===== src/design/slpc_pkg.sv =====
// ----------------------------------------------------------------------------
// slpc_pkg: shared types and constants of the status LED pattern controller
// Event and pattern codes, register indexes, field widths and reset values.
// ----------------------------------------------------------------------------
package slpc_pkg;

  localparam int unsigned MODE_W    = 3;
  localparam int unsigned PATTERN_W = 3;
  localparam int unsigned DUR_W     = 16;
  localparam int unsigned CFG_IDX_W = 3;
  localparam int unsigned CFG_W     = 16;

  typedef enum logic [MODE_W-1:0] {
    MODE_TICK      = 3'd0,
    MODE_SET       = 3'd1,
    MODE_FORCE_ON  = 3'd2,
    MODE_FORCE_OFF = 3'd3,
    MODE_RELEASE   = 3'd4,
    MODE_FLASH     = 3'd5
  } mode_e;

  typedef enum logic [PATTERN_W-1:0] {
    PAT_OFF    = 3'd0,
    PAT_SOLID  = 3'd1,
    PAT_SLOW   = 3'd2,
    PAT_FAST   = 3'd3,
    PAT_DOUBLE = 3'd4,
    PAT_ALT    = 3'd5
  } pattern_e;

  typedef enum logic [CFG_IDX_W-1:0] {
    REG_ENABLED      = 3'd0,
    REG_ACTIVE_HIGH  = 3'd1,
    REG_SLOW_HALF    = 3'd2,
    REG_FAST_HALF    = 3'd3,
    REG_DOUBLE_ON    = 3'd4,
    REG_DOUBLE_GAP   = 3'd5,
    REG_DOUBLE_PAUSE = 3'd6,
    REG_ALTERNATE    = 3'd7
  } reg_idx_e;

  typedef enum logic [1:0] {
    PH_PULSE1 = 2'd0,
    PH_GAP    = 2'd1,
    PH_PULSE2 = 2'd2,
    PH_PAUSE  = 2'd3
  } dbl_phase_e;

  localparam logic [CFG_W-1:0] RST_SLOW_HALF    = 16'd500;
  localparam logic [CFG_W-1:0] RST_FAST_HALF    = 16'd62;
  localparam logic [CFG_W-1:0] RST_DOUBLE_ON    = 16'd100;
  localparam logic [CFG_W-1:0] RST_DOUBLE_GAP   = 16'd100;
  localparam logic [CFG_W-1:0] RST_DOUBLE_PAUSE = 16'd700;
  localparam logic [CFG_W-1:0] RST_ALTERNATE    = 16'd500;

endpackage


===== src/design/slpc_evt_if.sv =====
// ----------------------------------------------------------------------------
// slpc_evt_if: event channel of the status LED pattern controller
// One word is one event: mode, pattern code and flash duration.
// ----------------------------------------------------------------------------
interface slpc_evt_if;
  import slpc_pkg::*;

  logic                 valid;
  logic                 ready;
  logic [MODE_W-1:0]    mode;
  logic [PATTERN_W-1:0] pattern;
  logic [DUR_W-1:0]     flash_ms;

  modport source (output valid, output mode, output pattern, output flash_ms, input ready);
  modport sink   (input valid, input mode, input pattern, input flash_ms, output ready);
endinterface


===== src/design/slpc_res_if.sv =====
// ----------------------------------------------------------------------------
// slpc_res_if: result channel of the status LED pattern controller
// One word is the LED state and the pin level after one event.
// ----------------------------------------------------------------------------
interface slpc_res_if;
  logic valid;
  logic ready;
  logic led_on;
  logic pin_level;

  modport source (output valid, output led_on, output pin_level, input ready);
  modport sink   (input valid, input led_on, input pin_level, output ready);
endinterface


===== src/design/status_led_pattern_controller_core.sv =====
// ----------------------------------------------------------------------------
// status_led_pattern_controller_core: status LED pattern controller
// Event-driven blink pattern generator with force, flash and pin polarity.
// ----------------------------------------------------------------------------
// Takes one event word per clock and returns exactly one result word per
// event, in the cycle after acceptance. Events are millisecond ticks, pattern
// changes (off, solid, slow, fast, double blink, alternating), force on/off,
// release and timed flash. All the work of an event is done in combinational
// logic between the state registers and the result register;
// the evt channel stays ready while the result register is empty or being
// drained, so a full stream of one event per clock is sustained as long as
// the result side takes a word every clock. Elapsed time and the flash
// countdown are TIME_BITS wide and saturate. Configuration registers are
// written through cfg_we_i/cfg_idx_i/cfg_wdata_i and must only change while
// no result is pending.
// ----------------------------------------------------------------------------
module status_led_pattern_controller_core #(
  parameter int unsigned TIME_BITS = 16
) (
  input  logic                          clk_i,
  input  logic                          rst_ni,
  input  logic                          cfg_we_i,
  input  logic [slpc_pkg::CFG_IDX_W-1:0] cfg_idx_i,
  input  logic [slpc_pkg::CFG_W-1:0]     cfg_wdata_i,
  slpc_evt_if.sink                      evt_i,
  slpc_res_if.source                    res_o
);
  import slpc_pkg::*;

  // Compare width: wide enough for both the time counters and 16-bit intervals.
  localparam int unsigned CMP_W = (TIME_BITS > CFG_W) ? TIME_BITS : CFG_W;
  localparam logic [TIME_BITS-1:0] TIME_MAX = {TIME_BITS{1'b1}};

  // Configuration registers
  logic             enabled_q, active_high_q;
  logic [CFG_W-1:0] slow_half_q, fast_half_q, dbl_on_q, dbl_gap_q, dbl_pause_q, alt_q;

  // Controller state
  pattern_e             pattern_q, pattern_d;
  logic                 lit_q, lit_d;
  logic [TIME_BITS-1:0] elapsed_q, elapsed_d;
  dbl_phase_e           phase_q, phase_d;
  logic                 force_q, force_d;
  logic                 force_lvl_q, force_lvl_d;
  logic                 timed_q, timed_d;
  logic [TIME_BITS-1:0] left_q, left_d;

  // Result register
  logic res_valid_q, res_led_q, res_pin_q;

  logic                 evt_fire;
  mode_e                mode;
  logic [TIME_BITS-1:0] elapsed_inc, left_dec;
  logic                 release_now;
  logic [CFG_W-1:0]     interval;
  logic                 step_due;
  logic [CMP_W-1:0]     dur_ext;

  assign evt_i.ready = !res_valid_q || res_o.ready;
  assign evt_fire    = evt_i.valid && evt_i.ready;
  assign mode        = mode_e'(evt_i.mode);

  // Saturating time advance and flash countdown.
  assign elapsed_inc = (elapsed_q != TIME_MAX) ? elapsed_q + 1'b1 : elapsed_q;
  assign left_dec    = (timed_q && left_q != '0) ? left_q - 1'b1 : left_q;
  assign release_now = force_q && timed_q && (left_dec == '0);

  // Interval of the pattern step that is running now.
  always_comb begin
    case (pattern_q)
      PAT_SLOW: interval = slow_half_q;
      PAT_FAST: interval = fast_half_q;
      PAT_ALT:  interval = alt_q;
      PAT_DOUBLE: begin
        case (phase_q)
          PH_GAP:   interval = dbl_gap_q;
          PH_PAUSE: interval = dbl_pause_q;
          default:  interval = dbl_on_q;
        endcase
      end
      default:  interval = '0;
    endcase
  end

  assign step_due = CMP_W'(elapsed_inc) >= CMP_W'(interval);
  assign dur_ext  = CMP_W'(evt_i.flash_ms);

  always_comb begin
    pattern_d   = pattern_q;
    lit_d       = lit_q;
    elapsed_d   = elapsed_q;
    phase_d     = phase_q;
    force_d     = force_q;
    force_lvl_d = force_lvl_q;
    timed_d     = timed_q;
    left_d      = left_q;
    case (mode)
      MODE_TICK: begin
        elapsed_d = elapsed_inc;
        left_d    = left_dec;
        if (enabled_q) begin
          if (release_now) begin
            force_d = 1'b0;
            timed_d = 1'b0;
            left_d  = '0;
          end
          if (force_q && !release_now) begin
            lit_d = force_lvl_q;
          end else begin
            case (pattern_q)
              PAT_OFF:   lit_d = 1'b0;
              PAT_SOLID: lit_d = 1'b1;
              PAT_SLOW, PAT_FAST, PAT_ALT: begin
                if (step_due) begin
                  elapsed_d = '0;
                  lit_d     = !lit_q;
                end
              end
              PAT_DOUBLE: begin
                // Pulses are lit, gap and pause are dark.
                lit_d = (phase_q == PH_PULSE1) || (phase_q == PH_PULSE2);
                if (step_due) begin
                  elapsed_d = '0;
                  phase_d   = dbl_phase_e'(phase_q + 2'd1);
                end
              end
              default: ;
            endcase
          end
        end
      end
      MODE_SET: begin
        if (evt_i.pattern <= PAT_ALT && evt_i.pattern != pattern_q) begin
          pattern_d = pattern_e'(evt_i.pattern);
          elapsed_d = '0;
          phase_d   = PH_PULSE1;
          force_d   = 1'b0;
          timed_d   = 1'b0;
          left_d    = '0;
          lit_d     = (evt_i.pattern != PAT_OFF);
        end
      end
      MODE_FORCE_ON, MODE_FORCE_OFF: begin
        force_d     = 1'b1;
        force_lvl_d = (mode == MODE_FORCE_ON);
        timed_d     = 1'b0;
        left_d      = '0;
        lit_d       = (mode == MODE_FORCE_ON);
      end
      MODE_RELEASE: begin
        force_d = 1'b0;
        timed_d = 1'b0;
        left_d  = '0;
      end
      MODE_FLASH: begin
        force_d     = 1'b1;
        force_lvl_d = 1'b1;
        timed_d     = 1'b1;
        // Clamp the duration to the counter range.
        left_d      = (dur_ext > CMP_W'(TIME_MAX)) ? TIME_MAX : dur_ext[TIME_BITS-1:0];
        lit_d       = 1'b1;
      end
      default: ;
    endcase
  end

  // Configuration writes.
  always_ff @(posedge clk_i or negedge rst_ni) begin
    if (!rst_ni) begin
      enabled_q     <= 1'b1;
      active_high_q <= 1'b1;
      slow_half_q   <= RST_SLOW_HALF;
      fast_half_q   <= RST_FAST_HALF;
      dbl_on_q      <= RST_DOUBLE_ON;
      dbl_gap_q     <= RST_DOUBLE_GAP;
      dbl_pause_q   <= RST_DOUBLE_PAUSE;
      alt_q         <= RST_ALTERNATE;
    end else if (cfg_we_i) begin
      case (reg_idx_e'(cfg_idx_i))
        REG_ENABLED:      enabled_q     <= cfg_wdata_i[0];
        REG_ACTIVE_HIGH:  active_high_q <= cfg_wdata_i[0];
        REG_SLOW_HALF:    slow_half_q   <= cfg_wdata_i;
        REG_FAST_HALF:    fast_half_q   <= cfg_wdata_i;
        REG_DOUBLE_ON:    dbl_on_q      <= cfg_wdata_i;
        REG_DOUBLE_GAP:   dbl_gap_q     <= cfg_wdata_i;
        REG_DOUBLE_PAUSE: dbl_pause_q   <= cfg_wdata_i;
        REG_ALTERNATE:    alt_q         <= cfg_wdata_i;
        default: ;
      endcase
    end
  end

  // Advance state on each accepted event.
  always_ff @(posedge clk_i or negedge rst_ni) begin
    if (!rst_ni) begin
      pattern_q   <= PAT_OFF;
      lit_q       <= 1'b0;
      elapsed_q   <= '0;
      phase_q     <= PH_PULSE1;
      force_q     <= 1'b0;
      force_lvl_q <= 1'b0;
      timed_q     <= 1'b0;
      left_q      <= '0;
    end else if (evt_fire) begin
      pattern_q   <= pattern_d;
      lit_q       <= lit_d;
      elapsed_q   <= elapsed_d;
      phase_q     <= phase_d;
      force_q     <= force_d;
      force_lvl_q <= force_lvl_d;
      timed_q     <= timed_d;
      left_q      <= left_d;
    end
  end

  // Result register: hold until taken, refill on every accepted event.
  always_ff @(posedge clk_i or negedge rst_ni) begin
    if (!rst_ni) begin
      res_valid_q <= 1'b0;
    end else if (evt_fire) begin
      res_valid_q <= 1'b1;
    end else if (res_o.ready) begin
      res_valid_q <= 1'b0;
    end
  end

  always_ff @(posedge clk_i) begin
    if (evt_fire) begin
      res_led_q <= lit_d;
      res_pin_q <= active_high_q ? lit_d : !lit_d;
    end
  end

  assign res_o.valid     = res_valid_q;
  assign res_o.led_on    = res_led_q;
  assign res_o.pin_level = res_pin_q;

  // A timed flash is always a force.
  a_timed_implies_force: assert property (@(posedge clk_i) disable iff (!rst_ni)
    timed_q |-> force_q)
    else $error("flash timer running without an active force");

  // Every accepted event leaves a result behind.
  a_event_gives_result: assert property (@(posedge clk_i) disable iff (!rst_ni)
    evt_fire |=> res_valid_q)
    else $error("accepted event produced no result");

  // Release drops any force.
  a_release_drops_force: assert property (@(posedge clk_i) disable iff (!rst_ni)
    evt_fire && evt_i.mode == MODE_RELEASE |=> !force_q && !timed_q && left_q == '0)
    else $error("release left a force in place");

  // Elapsed time never wraps from its maximum.
  a_elapsed_saturates: assert property (@(posedge clk_i) disable iff (!rst_ni)
    evt_fire && evt_i.mode == MODE_TICK && elapsed_q == TIME_MAX
    |=> elapsed_q == TIME_MAX || elapsed_q == '0)
    else $error("elapsed counter wrapped");

endmodule


===== src/flat_wrapper.sv =====
// flat-port wrapper written by rule: the top's interface ports become plain ports
module status_led_pattern_controller_core_flat import slpc_pkg::*;
#(
  parameter int unsigned TIME_BITS = 16
)
  (clk_i, rst_ni, cfg_we_i, cfg_idx_i, cfg_wdata_i, evt_i_valid, evt_i_mode, evt_i_pattern, evt_i_flash_ms, evt_i_ready, res_o_valid, res_o_led_on, res_o_pin_level, res_o_ready);
  slpc_evt_if evt_i_i ();
  slpc_res_if res_o_i ();
  input  logic clk_i;
  input  logic rst_ni;
  input  logic cfg_we_i;
  input  logic [slpc_pkg::CFG_IDX_W-1:0] cfg_idx_i;
  input  logic [slpc_pkg::CFG_W-1:0] cfg_wdata_i;
  input wire logic [$bits(evt_i_i.valid)-1:0] evt_i_valid;
  input wire logic [$bits(evt_i_i.mode)-1:0] evt_i_mode;
  input wire logic [$bits(evt_i_i.pattern)-1:0] evt_i_pattern;
  input wire logic [$bits(evt_i_i.flash_ms)-1:0] evt_i_flash_ms;
  output wire logic [$bits(evt_i_i.ready)-1:0] evt_i_ready;
  output wire logic [$bits(res_o_i.valid)-1:0] res_o_valid;
  output wire logic [$bits(res_o_i.led_on)-1:0] res_o_led_on;
  output wire logic [$bits(res_o_i.pin_level)-1:0] res_o_pin_level;
  input wire logic [$bits(res_o_i.ready)-1:0] res_o_ready;
  assign evt_i_i.valid = evt_i_valid;
  assign evt_i_i.mode = evt_i_mode;
  assign evt_i_i.pattern = evt_i_pattern;
  assign evt_i_i.flash_ms = evt_i_flash_ms;
  assign evt_i_ready = evt_i_i.ready;
  assign res_o_valid = res_o_i.valid;
  assign res_o_led_on = res_o_i.led_on;
  assign res_o_pin_level = res_o_i.pin_level;
  assign res_o_i.ready = res_o_ready;
  status_led_pattern_controller_core #(.TIME_BITS(TIME_BITS)) u_core (.clk_i(clk_i), .rst_ni(rst_ni), .cfg_we_i(cfg_we_i), .cfg_idx_i(cfg_idx_i), .cfg_wdata_i(cfg_wdata_i), .evt_i(evt_i_i), .res_o(res_o_i));
endmodule

===== config.mk =====
export PLATFORM = sky130hd
export DESIGN_NAME = status_led_pattern_controller_core_flat
export DESIGN_NICKNAME = d
export VERILOG_FILES = /design/src/design/slpc_pkg.sv /design/src/design/slpc_evt_if.sv /design/src/design/slpc_res_if.sv /design/src/design/status_led_pattern_controller_core.sv /design/src/flat_wrapper.sv
export SDC_FILE = /design/constraint.sdc
export NUM_CORES = 1
export LEC_CHECK = 0
export ABC_CLOCK_PERIOD_IN_PS = 4600
export BUFFER_PORTS_ARGS = -buffer_cell sky130_fd_sc_hd__buf_4
export CAP_MARGIN = 20
export CORE_MARGIN = 5
export CORE_UTILIZATION = 30
export CTS_CLUSTER_SIZE = 40
export DETAILED_ROUTE_END_ITERATION = 6
export PLACE_DENSITY = 0.42
export SYNTH_ARGS = -nofsm -noshare
export SYNTH_HDL_FRONTEND = slang
export SYNTH_SLANG_ARGS = --single-unit
export TNS_END_PERCENT = 100

===== constraint.sdc =====
create_clock -name clk_i -period 4.6 [get_ports clk_i]
set_clock_uncertainty 0.2 [all_clocks]
set_input_delay 0.46 -clock clk_i [delete_from_list [all_inputs] [get_ports clk_i]]
set_output_delay 0.46 -clock clk_i [all_outputs]
set_load 0.01 [all_outputs]

Word-level counts from Yosys, hierarchy flattened --
Cells that the tools add are included.
Word-level totals: register bits 142, input port bits 46, logic and storage cells 132
Operators by class: add/sub/neg operators 3, magnitude comparators 3, eq/ne operators 28, mux-type cells 35, reductions and logical operators 44
Operators by type and width (count):
- two-way mux 16 bit | 10
- case mux 16 bit (4 select lines) | 2
- case mux 16 bit (2 select lines) | 2
- == test 3 bit, second input constant | 8
- == test 3 x 2 -> 1 bit, second input constant | 6
- AND reduction 2 bit | 9
- adder 16 x 1 -> 16 bit, second input constant | 1
- >= comparator 16 bit | 1
- greater-than comparator 16 bit, second input constant | 1
- zero test 16 bit | 1
- inequality test 16 bit, second input constant | 1
- case mux 1 bit (4 select lines) | 4
- nonzero test 16 bit | 1
- subtractor 16 x 1 -> 16 bit, second input constant | 1
- two-way mux 1 bit | 10
- two-way mux 2 bit | 5
- inequality test 2 x 1 -> 1 bit, second input constant | 5
- AND reduction 5 bit | 2
- == test 3 x 1 -> 1 bit, second input constant | 3
- zero test 3 bit | 3
- AND reduction 3 bit | 3
- OR reduction 3 bit | 3
- nonzero test 4 bit | 2
- AND reduction 7 bit | 1
- 16 further kinds | 28

Depth between registers and ports, before layout --
Gate-level depths: netlist (run 1).
depth in word-level cells 12, depth in mapped cells 18

Least setup slack after synthesis (run 1) --
OpenSTA, ideal clock, no wires.
path type register -> register, from register u_core.elapsed_q[4], to register u_core.res_pin_q, in the netlist u_core.res_o.pin_level (data pin), arrival time 3539 ps, data required time 4133 ps, setup slack 594 ps, stages on the path, launching flop included 16, path buffers 1, cell sequence dfrtp_1 -> clkbuf_1 -> and3_1 -> nand3_1 -> nor4_2 -> nor2_1 -> nand4_1 -> xnor2_1 -> ha_1 -> nand4_1 -> nor4_1 -> o21ai_0 -> and3_1 -> o41ai_1 -> or4_1 -> nand4_1
Between the ends: cells in the longest elaborated chain, start to end 10
Ends and longest elaborated chain:
- start: declaration | line status_led_pattern_controller_core.sv:41 | logic [TIME_BITS-1:0] elapsed_q, elapsed_d;
- start signal: assignment | line status_led_pattern_controller_core.sv:207 | elapsed_q <= elapsed_d;
- adder 16 x 1 -> 16 bit or inequality test 16 bit (tied branches) | line status_led_pattern_controller_core.sv:64 | assign elapsed_inc = (elapsed_q != TIME_MAX) ? elapsed_q + 1'b1 : elapsed_q;
- two-way mux 16 bit * | line status_led_pattern_controller_core.sv:64
- >= comparator 16 bit * | line status_led_pattern_controller_core.sv:85 | assign step_due = CMP_W'(elapsed_inc) >= CMP_W'(interval);
- two-way mux 1 bit * | line status_led_pattern_controller_core.sv:114 | if (step_due) begin
- case mux 1 bit (4 select lines) * | line status_led_pattern_controller_core.sv:110 | case (pattern_q)
- two-way mux 1 bit * | line status_led_pattern_controller_core.sv:107 | if (force_q && !release_now) begin
- two-way mux 1 bit * | line status_led_pattern_controller_core.sv:101 | if (enabled_q) begin
- case mux 1 bit (4 select lines) * | line status_led_pattern_controller_core.sv:97 | case (mode)
- zero test 1 bit | line status_led_pattern_controller_core.sv:230 | res_pin_q <= active_high_q ? lit_d : !lit_d;
- two-way mux 1 bit * | line status_led_pattern_controller_core.sv:230
- end signal: assignment | line status_led_pattern_controller_core.sv:230
- end: declaration | line status_led_pattern_controller_core.sv:49 | logic res_valid_q, res_led_q, res_pin_q;
Every way passes the cells marked *; elsewhere a longest branch is shown, timed or not. A chain may end at the register's enable or synchronous reset.

Final worst setup path (run 1) --
from register u_core.elapsed_q[4], to register u_core.elapsed_q[7]
Between the ends: cells in the longest elaborated chain, start to end 8
Ends and longest elaborated chain (line):
- adder 16 x 1 -> 16 bit or inequality test 16 bit (tied branches) | status_led_pattern_controller_core.sv:64
- two-way mux 16 bit * | status_led_pattern_controller_core.sv:64
- >= comparator 16 bit | status_led_pattern_controller_core.sv:85
- two-way mux 16 bit | status_led_pattern_controller_core.sv:114, status_led_pattern_controller_core.sv:122
- two-way mux 16 bit
- two-way mux 16 bit | status_led_pattern_controller_core.sv:107
- two-way mux 16 bit * | status_led_pattern_controller_core.sv:101
- case mux 16 bit (2 select lines) * | status_led_pattern_controller_core.sv:97
Marks and branches as above.

==> metrics.log, run 1 <==
[metrics] WP data arrival: 4.38 ns
[metrics] Core Footprint: 26900 um2
[metrics] antenna violations before repair: 0
[metrics] number of levels in the clock H-tree: 4
[metrics] number of vias per cell: 5.40
[metrics] final WL: 22300 um
[metrics] Worst setup SP type: flop
[metrics] Slew headroom: 29.6%
[metrics] die outline area: 30600 um2
[metrics] number of synthesized flops with an enable pin: 2
[metrics] CP Cell Sequence: and3_1 > nand3_1 > nor4_4 > nor2_1 > nand4_1 > xnor2_1 > ha_1 > a21oi_1 > o21ai_0 > a21oi_1 > or2_2 > nand3_1 > o211a_1 > a21oi_4 > a221o_1
[metrics] Synth area leader: dfrtp_1
[metrics] slew of the pin with the lowest slew margin: 1.06 ns
[metrics] Max Buffers Root-to-Sink: 2
[metrics] vias after detailed routing: 6338
[metrics] Leak: 4.02 nW
[metrics] final number of setup-violating endpoints: 0
[metrics] Reg clk slew, reported paths: 0.07 ns
[metrics] cell with the largest stage delay on the worst path: dfrtp_1
[metrics] synthesis-to-layout area growth: 17.1%
[metrics] maximum fanout encountered on the critical timing path: 8
[metrics] cell area after synthesis: 8170 um2
[metrics] Antenna Nets Post-Route: 0
[metrics] min-delay src: evt_i_valid
[metrics] Final Hold Fails: 0
[metrics] number of filler instances in the final layout: 2708
[metrics] DRC violation count after routing: 0
[metrics] WP data required: 4.70 ns
[metrics] count of final max-slew check failures: 0
[metrics] FF-to-FF setup slack: 0.32 ns
[metrics] post-layout worst setup margin: 0.323 ns
[metrics] worst-case vdd ir drop: 0.344 mV
[metrics] number of global-route vias before repair: 6366
[metrics] placement row count: 60
[metrics] proportion of synthesized flip-flops having asynchronous set or reset: 98.6%
[metrics] top-level I/O count: 50
[metrics] Final #Nets: 889
[metrics] CTS tree: yes
[metrics] weighted congestion at the end of routability-driven global placement: 0.807
[metrics] max cap viols: 0
[metrics] total clock sinks: 142
[metrics] Initial Util: 30.4%
[metrics] wire length per cell after detailed routing: 19.0 um
[metrics] combined global-route utilization of all metal layers: 14.7%
[metrics] Port Buffers: 49
[metrics] root cell of the clock tree: clkbuf_16
[metrics] unrepaired setup endpoints after global routing: false
[metrics] CP Class: flop to flop
[metrics] area share of the leading cell type in the synthesized netlist: 33.4%
[metrics] power density cells: 459 nW/um2
[metrics] layout cell share with drive strength beyond 1: 31.0%
[metrics] result of the run: complete, no violations
[metrics] Mapped Cells: 784
[metrics] hold-critical path depth: 2
[metrics] capturing point of the worst reg2reg path: u_core.elapsed_q[7]
[metrics] Diodes inserted: 0
[metrics] total nets after synthesis: 853
[metrics] CP max stage delay: 0.46 ns
[metrics] number of warnings printed during yosys synthesis: 0
[metrics] post-route total power: 0.00439 W
[metrics] maximum number of pins on one net before global-route repair: 80
[metrics] global-route wire length before repair: 36100 um
[metrics] die extent in x: 175 um
[metrics] die height: 175 um
[metrics] top cells by area, synth: dfrtp_1 (33%), mux2_2 (14%), dfstp_2 (10%)
[metrics] number of buffers inserted during clock tree synthesis: 17
[metrics] flip-flop and latch count after synthesis: 142
[metrics] clock insertion delay at the later pin of the skew report: 0.43 ns
[metrics] total negative setup slack: 0 ns
[metrics] half-perimeter wire length of the detailed placement result: 15500 um
[metrics] Pre-antenna DRT Iters: 5
[metrics] Hold WC Path Type: input pin to flop
[metrics] most numerous cell in the Yosys netlist: dfrtp_1
[metrics] final worst path period need: 4.28 ns
[metrics] total global routing overflow: 0
[metrics] DR iter-0 viols: 376
[metrics] top post-synthesis cells by count: dfrtp_1 (109), mux2_2 (101), nand2_1 (77)
[metrics] Cell variety after synth: 74
[metrics] proportion of synthesized chip area in sequential cells: 44.1%
[metrics] Max Fclk: 234 MHz
[metrics] logic depth of the worst register-to-register path: 15
[metrics] Post-Syn Area per Cell: 10.4 um2
[metrics] Critical Path End Type: flop
[metrics] Hold Path End: u_core.res_o.valid
[metrics] launching point of the worst reg2reg path: u_core.elapsed_q[4]
[metrics] post-placement worst setup slack: 0.0861 ns
[metrics] predominant post-synthesis flop cell: dfrtp_1
[metrics] portion of the clock cycle consumed by the worst path in the final layout: 93.0%
metal layers:
layer / global-route usage (%) / part of all wire [%] / vias to the layer above
met3: 2.53 / 3.1 / 16
met1: 20.4 / 47 / 3177
met2: 23.9 / 48 / 127
met4: 3.67 / 1.4 / 0
li1: - / - / 3018
met5: 0 / 0 / -
cell usage in the layout, fill, tap and decap left out, types with 7 or more instances in the layout:
cell       netlist  final
dfrtp_1        109    109
mux2_2         101    101
nand2_1         77     77
buf_4            0     68
a22oi_1         41     41
a21oi_1         36     36
nor2_1          34     34
dfstp_2         31     31
o21ai_0         23     23
ha_1            23     23
a21o_1          21     21
inv_1           19     19
a221oi_1        18     18
nor3_1          19     17
clkbuf_16        0     17
nand3_1         12     12
xnor2_1         12     12
nand4_1         12     12
o211ai_1        10     10
o22ai_1          9      9
nor4_1           8      8
and3_1           7      7
nand2b_1         7      7
a221o_1          7      7
stage by stage:
step           cells  hold WS [ns]  util [%]  cell area (um2)
2_1_floorplan    784       -0.0356         -             8170
3_3_place_gp    1141         0.288      33.2             8910
3_5_place_dp    1141         0.294      33.2             8910
4_1_cts         1174        0.0285      35.4             9530
5_1_grt         1174        0.0493      35.6             9570
6_report        1174        0.0446      35.6             9570
power by group:
| group | switching, W | internal (W) | total, W |
|---|---|---|---|
| logic | 0.000664 | 0.000555 | 0.00122 |
| clock network | 0.000613 | 0.000824 | 0.00144 |
| registers | 0.000194 | 0.00154 | 0.00173 |
| total | 0.00147 | 0.00292 | 0.00439 |
worst max-delay path, delay by kind of cell, from the launching register on:
kind / cells / cell delay [ns]
AO/OA/AOI/OAI: 6 / 1.36
adder cells (fa/ha/maj): 1 / 0.30
flip-flops: 1 / 0.46
AND/OR/NAND/NOR: 7 / 1.76
XOR/XNOR: 1 / 0.09
flip-flops by register name (all words and copies together) (netlist names):
signal / flops
u_core.alt_q: 16
u_core.dbl_gap_q: 16
u_core.dbl_on_q: 16
u_core.dbl_pause_q: 16
u_core.elapsed_q: 16
u_core.fast_half_q: 16
u_core.left_q: 16
u_core.slow_half_q: 16
u_core.pattern_q: 3
u_core.phase_q: 2
u_core.active_high_q: 1
u_core.enabled_q: 1
u_core.force_lvl_q: 1
u_core.force_q: 1
u_core.lit_q: 1
u_core.res_o.led_on: 1
u_core.res_o.pin_level: 1
u_core.res_o.valid: 1
u_core.timed_q: 1
final cells by class:
cell class,instances,area (um2),share of cell area (%)
Tap cell,341,427,4.46
Inverter,19,71.3,0.746
Clock inverter,14,171,1.79
Clock buffer,18,429,4.49
Timing Repair Buffer,70,532,5.56
Multi-Input combinational cell,570,4330,45.3
Sequential cell,142,3600,37.7
worst max-delay path by stage:
stage,startpoint,end,slack [ns],depth (start not counted)
final,u_core.elapsed_q[4],u_core.elapsed_q[7],0.32,15
after floorplan,u_core.elapsed_q[4],u_core.res_o.pin_level,0.59,15
after CTS,u_core.elapsed_q[4],u_core.res_o.pin_level,0.06,14
after global placement,u_core.elapsed_q[4],u_core.res_o.pin_level,0.22,14
after global routing,u_core.elapsed_q[4],u_core.elapsed_q[10],0.01,15
after detailed placement,u_core.elapsed_q[4],u_core.res_o.pin_level,0.09,14
timing repair:
action | in CTS | in global routing
endpoints found under the setup margin | 0 | 11
buffers inserted | 0 | 0
hold buffers | 1 | 0
resized for setup | 0 | 5
hold endpoints to repair | 49 | 0
logic make-up (layout without fill, tap and decap cells):
family / Yosys count / in the layout / synth area share, %
AO/OA/AOI/OAI: 207 / 207 / 18.3
XOR/XNOR: 16 / 16 / 1.72
adder cells (fa/ha/maj): 23 / 23 / 3.52
buffers and inverters: 72 / 121 / 3.66
flip-flops: 142 / 142 / 44.1
multiplexers: 107 / 107 / 14.8
AND/OR/NAND/NOR: 217 / 217 / 13.9
No activity file was read; power rests on OpenSTA's default activity.
==> run 2: changes to the inputs <==
--- a/config.mk
+++ b/config.mk
@@ -5,6 +5,7 @@
 export SDC_FILE = /design/constraint.sdc
 export NUM_CORES = 1
 export LEC_CHECK = 0
+export ABC_AREA = 1
 export ABC_CLOCK_PERIOD_IN_PS = 4600
 export BUFFER_PORTS_ARGS = -buffer_cell sky130_fd_sc_hd__buf_4
 export CAP_MARGIN = 20
==> metrics.log, run 2 <==
[metrics] die height: 171 um
[metrics] root cell of the clock tree: clkbuf_16
[metrics] flip-flop and latch count after synthesis: 142
[metrics] most prevalent standard cell on the critical path: nand2_1
[metrics] portion of the clock cycle consumed by the worst path in the final layout: 87.9%
[metrics] number of warnings printed during yosys synthesis: 0
[metrics] total negative setup slack: 0 ns
[metrics] post-placement worst setup slack: 0.454 ns
[metrics] die outline area: 29400 um2
[metrics] worst-case vdd ir drop: 0.292 mV
[metrics] Pre-antenna DRT Iters: 5
[metrics] clock insertion delay at the later pin of the skew report: 0.43 ns
[metrics] count of final max-slew check failures: 0
[metrics] Worst setup SP type: flop
[metrics] half-perimeter wire length of the detailed placement result: 16100 um
[metrics] final core area utilization: 35.8%
[metrics] layout cell share with drive strength beyond 1: 15.0%
[metrics] final worst path period need: 4.04 ns
[metrics] max cap viols: 0
[metrics] Leak: 4.28 nW
[metrics] Final #Nets: 1133
[metrics] post-route total power: 0.00485 W
[metrics] vias after detailed routing: 6770
[metrics] cell area after synthesis: 7820 um2
[metrics] top post-synthesis cells by count: nand2_1 (288), o21ai_0 (151), inv_1 (110)
[metrics] CTS tree: yes
[metrics] WP data required: 4.59 ns
[metrics] number of global-route vias before repair: 6922
[metrics] Cell variety after synth: 36
[metrics] Antenna Nets Post-Route: 0
[metrics] synthesis-to-layout area growth: 18.5%
[metrics] area share of the leading cell type in the synthesized netlist: 34.9%
[metrics] die extent in x: 171 um
[metrics] top library cells by usage in the layout, fill and taps aside: nand2_1 (287), o21ai_0 (151), inv_1 (110), dfrtp_1 (109)
[metrics] WP data arrival: 4.03 ns
[metrics] global routing met1 resource utilization: 22.2%
[metrics] count of buffers added by post-CTS timing repair for setup: 0
[metrics] Initial Util: 30.3%
[metrics] unrepaired setup endpoints after global routing: false
[metrics] Synth area leader: dfrtp_1
[metrics] CP max stage delay: 0.39 ns
[metrics] Max Buffers Root-to-Sink: 2
[metrics] Hold Path End: u_core.alt_q[15]
[metrics] Area after DPL: 8620 um2
[metrics] Slew headroom: 33.2%
[metrics] number of buffers inserted during clock tree synthesis: 17
[metrics] FF-to-FF setup slack: 0.56 ns
[metrics] Reg clk slew, reported paths: 0.07 ns
[metrics] min-delay src: cfg_wdata_i[15]
[metrics] top cells by area, synth: dfrtp_1 (35%), nand2_1 (14%), dfstp_2 (10%)
[metrics] Hold WC Path Type: input pin to flop
[metrics] maximum number of pins on one net before global-route repair: 97
[metrics] most numerous cell in the Yosys netlist: nand2_1
[metrics] number of synthesized flops with an enable pin: 2
[metrics] DR iter-0 viols: 498
[metrics] number of vias per cell: 4.79
[metrics] area of all placed cells without fillers: 9260 um2
[metrics] most frequent standard cell in the layout excluding fill and tap cells: nand2_1
[metrics] Diodes inserted: 0
[metrics] proportion of synthesized flip-flops having asynchronous set or reset: 98.6%
[metrics] Core Footprint: 25800 um2
[metrics] final number of setup-violating endpoints: 0
[metrics] placement row count: 59
[metrics] combined global-route utilization of all metal layers: 16.5%
[metrics] global-route wire length before repair: 37900 um
[metrics] post-layout worst setup margin: 0.556 ns
[metrics] Port Buffers: 49
[metrics] global-route met2 utilization: 27.9%
[metrics] launching point of the worst reg2reg path: u_core.elapsed_q[0]
[metrics] cell with the largest stage delay on the worst path: dfrtp_1
[metrics] total global routing overflow: 0
[metrics] wire length per cell after detailed routing: 16.5 um
[metrics] hold-critical path depth: 3
[metrics] top-level I/O count: 50
[metrics] CP Class: flop to flop
[metrics] number of levels in the clock H-tree: 4
[metrics] DRC violation count after routing: 0
[metrics] total clock sinks: 142
[metrics] result of the run: complete, no violations
[metrics] maximum fanout encountered on the critical timing path: 11
[metrics] layer with the highest usage after global routing: met2
[metrics] weighted congestion at the end of routability-driven global placement: 0.795
[metrics] Critical Path End Type: flop
[metrics] Max Fclk: 247 MHz
[metrics] Final Hold Fails: 0
[metrics] capturing point of the worst reg2reg path: u_core.res_o.pin_level
[metrics] antenna violations before repair: 0
[metrics] proportion of synthesized chip area in sequential cells: 46.1%
[metrics] predominant post-synthesis flop cell: dfrtp_1
[metrics] final WL: 23300 um
[metrics] power density cells: 524 nW/um2
[metrics] slew of the pin with the lowest slew margin: 0.999 ns
[metrics] logic depth of the worst register-to-register path: 28
[metrics] met3 usage in global routing: 2.64%
[metrics] total nets after synthesis: 1088
[metrics] Mapped Cells: 1019
[metrics] Post-Syn Area per Cell: 7.67 um2
[run 2: changes by cell type after synthesis, moves of 12 or more]
cell	change
a22oi_1	-25
nand2_1	+211
inv_1	+91
a31oi_1	+14
a21o_1	-20
nand3_1	+36
mux2_2	-101
a221oi_1	-17
nor2_1	+32
a21oi_1	-12
o21ai_0	+128
a311oi_1	+15
[run 2: worst max-delay path by stage]
stage,from,depth (start not counted),slack [ns],to
floorplan,u_core.elapsed_q[0],28,1.12,u_core.res_o.pin_level
global placement,u_core.elapsed_q[0],29,0.50,u_core.res_o.pin_level
detailed placement,u_core.elapsed_q[0],28,0.45,u_core.res_o.pin_level
CTS,u_core.elapsed_q[0],29,0.45,u_core.res_o.pin_level
global route,u_core.elapsed_q[0],28,0.09,u_core.res_o.pin_level
finish,u_core.elapsed_q[0],28,0.56,u_core.res_o.pin_level
[run 2: routing by layer]
layer  vias up  share of wire, %
li1       3458                 -
met1      3199                48
met2        99                48
met3        14               3.1
met4         0              0.84
met5         -                 0
[run 2: area by class of cell]
cell class,count,area [um2]
repair buffers,69,564
clock inverters,15,193
multi-input cells,722,3640
inverters,112,420
flip-flops and latches,142,3600
well taps,335,419
clock buffers,17,425
fillers,2750,16600
[run 2: logic make-up after synthesis]
| group | Yosys count | share of synthesized area, % |
|---|---|---|
| compound gates | 242 | 17.3 |
| xor+xnor | 12 | 1.34 |
| fa+ha+maj | 23 | 3.68 |
| buf+inv | 155 | 7.68 |
| flops | 142 | 46.1 |
| simple gates | 445 | 23.9 |
[run 2: critical path: cells and delay by family (launching register included)]
| kind | cells | cell delay [ns] |
|---|---|---|
| AND/OR/NAND/NOR | 23 | 2.31 |
| AO/OA/AOI/OAI | 2 | 0.28 |
| adder cells (fa/ha/maj) | 2 | 0.46 |
| flip-flops | 1 | 0.39 |
| buffers and inverters | 1 | 0.16 |
[run 2: repair_timing]
action | in CTS | in global routing
hold endpoints to repair | 6 | 0
hold buffers | 1 | 0
gates resized for setup | 0 | 2
endpoints found under the setup margin | 0 | 4
[run 2: where the power goes]
group | switching (W) | leakage (nW) | total [W] | internal, W
sequential | 0.000211 | 1.71 | 0.00177 | 0.00156
clock | 0.000646 | 0.307 | 0.00148 | 0.000833
combinational | 0.00104 | 2.26 | 0.00160 | 0.000554
[run 2: metrics by stage]
stage	std cells	hold slack, ns
floorplan	1019	-0.0356
global placement	1377	0.266
detailed placement	1379	0.267
CTS	1412	0.0331
global route	1412	0.0333
finish	1412	0.0458
